$ cat src/rtl/ple_pkg.sv
`timescale 1ns / 1ps
// ----------------------------------------------------------------------------
// ple_pkg - shared types and constants of the positional list engine
// Operation and status codes, field widths of the stream payloads and the
// command that the top level broadcasts along the row of list cells.
// ----------------------------------------------------------------------------
package ple_pkg;

	// Payload field widths
	localparam int OP_W    = 2;
	localparam int POS_W   = 7;
	localparam int VAL_W   = 32;
	localparam int STAT_W  = 2;
	localparam int LEN_W   = 7;

	// Stream bus widths
	localparam int S_USER_W = OP_W;
	localparam int S_DATA_W = 40;   // position + value = 39 bits, padded
	localparam int M_DATA_W = 56;   // 2 + 32 + 7 + 7 + 1 = 49 bits, padded

	typedef enum logic [OP_W-1:0] {
		OP_INSERT = 2'd0,
		OP_DELETE = 2'd1,
		OP_FIND   = 2'd2,
		OP_SEARCH = 2'd3
	} op_t;

	typedef enum logic [STAT_W-1:0] {
		STATUS_OK     = 2'd0,
		STATUS_BOUNDS = 2'd1,
		STATUS_FULL   = 2'd2
	} status_t;

	// Command broadcast to every cell; strobes are high only in the
	// cycle a request is accepted and passed its checks.
	typedef struct packed {
		logic             ins;    // insert at pos0, shift up from there
		logic             del;    // delete at pos0, shift down from there
		logic             rd;     // flag the cell at pos0 for read-out
		logic             srch;   // flag live cells that match x
		logic [POS_W-1:0] pos0;   // zero-based position
		logic [VAL_W-1:0] x;      // value to insert or to look for
	} cell_cmd_t;

endpackage

$ cat src/rtl/ple_cell.sv
`timescale 1ns / 1ps
// ----------------------------------------------------------------------------
// ple_cell - one list entry
// Holds one 32-bit entry, takes its left or right neighbor's word on insert
// or delete, and raises a hit flag for read-out or search.
// ----------------------------------------------------------------------------
module ple_cell #(
	parameter int IDX   = 0,
	parameter int CNT_W = 7
) (
	input  logic                     clk,
	input  ple_pkg::cell_cmd_t       cmd,
	input  logic [CNT_W-1:0]         count,
	input  logic [ple_pkg::VAL_W-1:0] left,
	input  logic [ple_pkg::VAL_W-1:0] right,
	output logic [ple_pkg::VAL_W-1:0] data,
	output logic                     hit
);

	localparam logic [31:0] IdxL = 32'(IDX);

	logic [ple_pkg::VAL_W-1:0] data_q;
	logic [31:0]               pos_w;
	logic                      live;

	assign pos_w = 32'(cmd.pos0);
	assign live  = IdxL < 32'(count);

	// Shift: insert pulls from the left, delete pulls from the right
	always_ff @(posedge clk) begin
		if (cmd.ins && IdxL >= pos_w) begin
			data_q <= (IdxL == pos_w) ? cmd.x : left;
		end else if (cmd.del && IdxL >= pos_w) begin
			data_q <= right;
		end
	end

	// Hit flag for the read-out tree
	assign hit  = (cmd.rd && IdxL == pos_w) || (cmd.srch && live && data_q == cmd.x);
	assign data = data_q;

endmodule

$ cat config.mk
export PLATFORM = sky130hd
export DESIGN_NAME = ple_cell
export DESIGN_NICKNAME = d
export VERILOG_FILES = /design/src/rtl/ple_pkg.sv /design/src/rtl/ple_cell.sv
export SDC_FILE = /design/constraint.sdc
export NUM_CORES = 1
export LEC_CHECK = 0
export BUFFER_PORTS_ARGS = -buffer_cell sky130_fd_sc_hd__buf_2
export CORE_ASPECT_RATIO = 1.2
export CORE_MARGIN = 2
export CORE_UTILIZATION = 43
export CTS_CLUSTER_DIAMETER = 60
export CTS_CLUSTER_SIZE = 28
export DETAILED_ROUTE_END_ITERATION = 12
export GPL_ROUTABILITY_DRIVEN = 0
export PLACE_DENSITY = 0.93
export SETUP_SLACK_MARGIN = 0.4
export SLEW_MARGIN = 20
export SYNTH_ARGS = -nofsm -noshare
export SYNTH_HDL_FRONTEND = slang
export SYNTH_SLANG_ARGS = --single-unit
$ cat constraint.sdc
create_clock -name clk -period 5.7 [get_ports clk]
set_input_delay 0 -clock clk [delete_from_list [all_inputs] [get_ports clk]]
set_output_delay 0 -clock clk [all_outputs]
set_load 0.05 [all_outputs]
==> results.md <==
- Status: finished, final reports clean
- DIE WIDTH: 64.5 um
- Pin count of the biggest net entering global routing: 33
- Data required, critical path: 5700 ps
- Row cnt: 26
- Transition time at the pin with the least slew margin: 1050 ps
- Leakage component of the power: 1.24 nW
- Count of fill cells added during filler insertion: 345
- Routed Antenna Nets: 0
- Synthesized area per cell: 15.9 um2
- Worst hold start: right[19]
- Switching Power: 0.108 mW
- Detailed-route wire length: 4.51 mm
- Y dimension of the die: 76.6 um
- Post-synth top flop: sky130_fd_sc_hd__edfxtp_1
- Total Routing Usage GR: 0.182
- DR vias/cell: 4.85
- Max-capacitance violation count: 0
- Port bufs: 115
- Area Growth Syn to Fin: 37.1%
- Maximum frequency from static timing analysis: 0.479 GHz
- CTS H-Tree Depth: 2
- Commonest cells post-synth: sky130_fd_sc_hd__edfxtp_1, sky130_fd_sc_hd__xor2_1, sky130_fd_sc_hd__mux2_4
- Type of element launching the critical path: register
- Post-CTS setup buffer count: 0
- Switching portion of total power: 0.217
- Critical path arrival: 2090 ps
- Area contributors post-synth: sky130_fd_sc_hd__edfxtp_1, sky130_fd_sc_hd__mux2_4, sky130_fd_sc_hd__xor2_1
- First-pass DRT Iterations: 4
- Clock period minus final worst setup slack: 2090 ps
- Overall die area: 4940 um2
- Depth of the worst hold-timing path: 2
- Final HPWL from detailed placement: 3.51 mm
- Share of flip-flops with an asynchronous set or reset after synthesis: 0
- Final Hold Viols: 0
- Power density normalized to cell area: 192 nW/um2
- CTS Hold Buffers Added: 0
- Area of the core: 4230 um2
- Mean routed wirelength per cell: 15.2 um
- Clock power frac: 0.331
- TritonCTS clock tree: yes
- TritonCTS sink count: 32
- Critical Setup Path Class: reg2out
- Count of routing violations after the opening detailed-route iteration: 26
- Worst voltage drop across the vdd grid: 0.000132 V
- Sequential share of power: 0.527
- Register area share after synthesis: 0.509
- Nets@finish: 354
- Area of the multi-input gates: 892 um2
- Top cell type's share of synthesized area: 0.509
- Relative contribution of combinational cells to total power: 0.142
- Flip-flop count of the largest register after layout: 32
- Ports: 148
- Leading area contributor after synthesis: sky130_fd_sc_hd__edfxtp_1
- Number of failing setup endpoints in the final timing report: 0
- Count of antenna diodes in the layout: 0
- Seq. cell area: 961 um2
- Dominant cell by count in the synthesized netlist: sky130_fd_sc_hd__edfxtp_1
- Pins Over Slew Limit: 0
- Initial antenna violation count: 0
- Internal power of the cells: 0.388 mW
- Number of DRC violations after detailed routing: 0
- Total of warnings raised by yosys: 0
- Vias after detailed routing: 1,435
- Total power consumption of the routed design: 0.495 mW
- Cell at the root of the clock tree: sky130_fd_sc_hd__clkbuf_8
- Worst hold-check path type: in2reg
- First-pass GRT wire length: 6.80 mm
- Share of post-route cells with drive strength above 1: 0.650
- Initial standard-cell utilization of the core: 0.446
- Maximum buffer depth of the clock tree: 2
- Hold Path End: data[19]
- Number of standard cells after synthesis: 119
- Syn Nets: 234
- EDFF count, synth: 32
- Post-synthesis sequential element count: 32
- Crit-path max FO: 2
- Setup TNS: 0 ps
- Clock edge transition at the registers on the reported setup and hold paths: 70 ps
- Setup crit end kind: primary output
- Cells resized by post-CTS repair: 0
- Aggregate global routing overflow: 0
- Vias in the first global route: 1,537
- Setup repair after global routing missed its margin: no
- Netlist area before placement: 1890 um2
- CTS Buf Count: 5
- Cell variety after synth: 16
- Period Utilization, post-route: 0.366
- Tightest slew margin relative to the limit: 0.294
[area by class of cell]
class / instances / area share
clock buffer: 7 / 0.0295
clock inverter: 1 / 0.00145
sequential: 32 / 0.372
multi-input combinational: 84 / 0.345
timing repair buffer: 116 / 0.225
tap: 56 / 0.0271
[per-layer routing]
metal | vias to the layer above | wire, um | GRT usage
met5 | - | 0 | 0
met2 | 77 | 2380 | 0.330
li1 | 692 | - | -
met3 | 8 | 298 | 0.0325
met1 | 658 | 1720 | 0.196
met4 | 0 | 100 | 0.100
[layout by cell type (no fill, tap or decap)]
cell type	n
sky130_fd_sc_hd__buf_2	115
sky130_fd_sc_hd__edfxtp_1	32
sky130_fd_sc_hd__xor2_1	31
sky130_fd_sc_hd__mux2_4	30
sky130_fd_sc_hd__nor4_1	8
sky130_fd_sc_hd__clkbuf_8	5
sky130_fd_sc_hd__mux2_2	2
sky130_fd_sc_hd__nor3_1	2
sky130_fd_sc_hd__nand2_1	2
sky130_fd_sc_hd__nand4_1	2
sky130_fd_sc_hd__clkbuf_1	2
sky130_fd_sc_hd__or4_4	1
sky130_fd_sc_hd__nor4_4	1
sky130_fd_sc_hd__nand2_2	1
sky130_fd_sc_hd__xnor2_1	1
sky130_fd_sc_hd__nand3_1	1
sky130_fd_sc_hd__o31ai_1	1
sky130_fd_sc_hd__o21a_1	1
sky130_fd_sc_hd__clkinv_1	1
sky130_fd_sc_hd__buf_4	1
[critical path, cell delays in order, from the launching register on]
cell                       delay [ps]
sky130_fd_sc_hd__edfxtp_1         390
sky130_fd_sc_hd__xor2_1           160
sky130_fd_sc_hd__nor4_1           480
sky130_fd_sc_hd__nand4_1          230
sky130_fd_sc_hd__o31ai_1          250
sky130_fd_sc_hd__buf_2            300
[cell families after synthesis]
group | after synthesis | share of synthesized area
muxes | 32 | 0.251
AOI/OAI and AO/OA | 2 | 0.00796
DFF | 32 | 0.509
and+or+nand+nor | 18 | 0.0657
buffers and inverters | 3 | 0.0179
xor gates and xnor gates | 32 | 0.149
[metrics by stage]
stage                     hold WS (ps)  area (um2)  utilization  std cells  setup slack [ps]
after floorplan                    217        1890            -        119              3260
after global routing              11.7        2590        0.612        296              3590
after CTS                         8.33        2590        0.612        296              3660
after detailed placement           304        2510        0.593        288              3370
after global placement             301        2510        0.593        288              3410
final                             18.7        2590        0.612        296              3610
[power by group through the flow]
stage	Sequential [mW]	Combinational, mW	Clock, mW
2_1_floorplan	0.270	0.0279	0
3_3_place_gp	0.266	0.0677	0
3_5_place_dp	0.266	0.0704	0
4_1_cts	0.261	0.0708	0.170
5_1_grt	0.261	0.0759	0.180
6_report	0.261	0.0704	0.164
[worst max path at each step]
stage	start	endpoint	depth (start not counted)
after floorplan	data[24]	hit	4
after global placement	cmd[35]	data[3]	5
after detailed placement	cmd[35]	data[27]	5
after CTS	data[30]	hit	5
after global routing	cmd[35]	data[4]	5
final	data[30]	hit	5
Note: power is estimated with default switching activity, not from simulation.
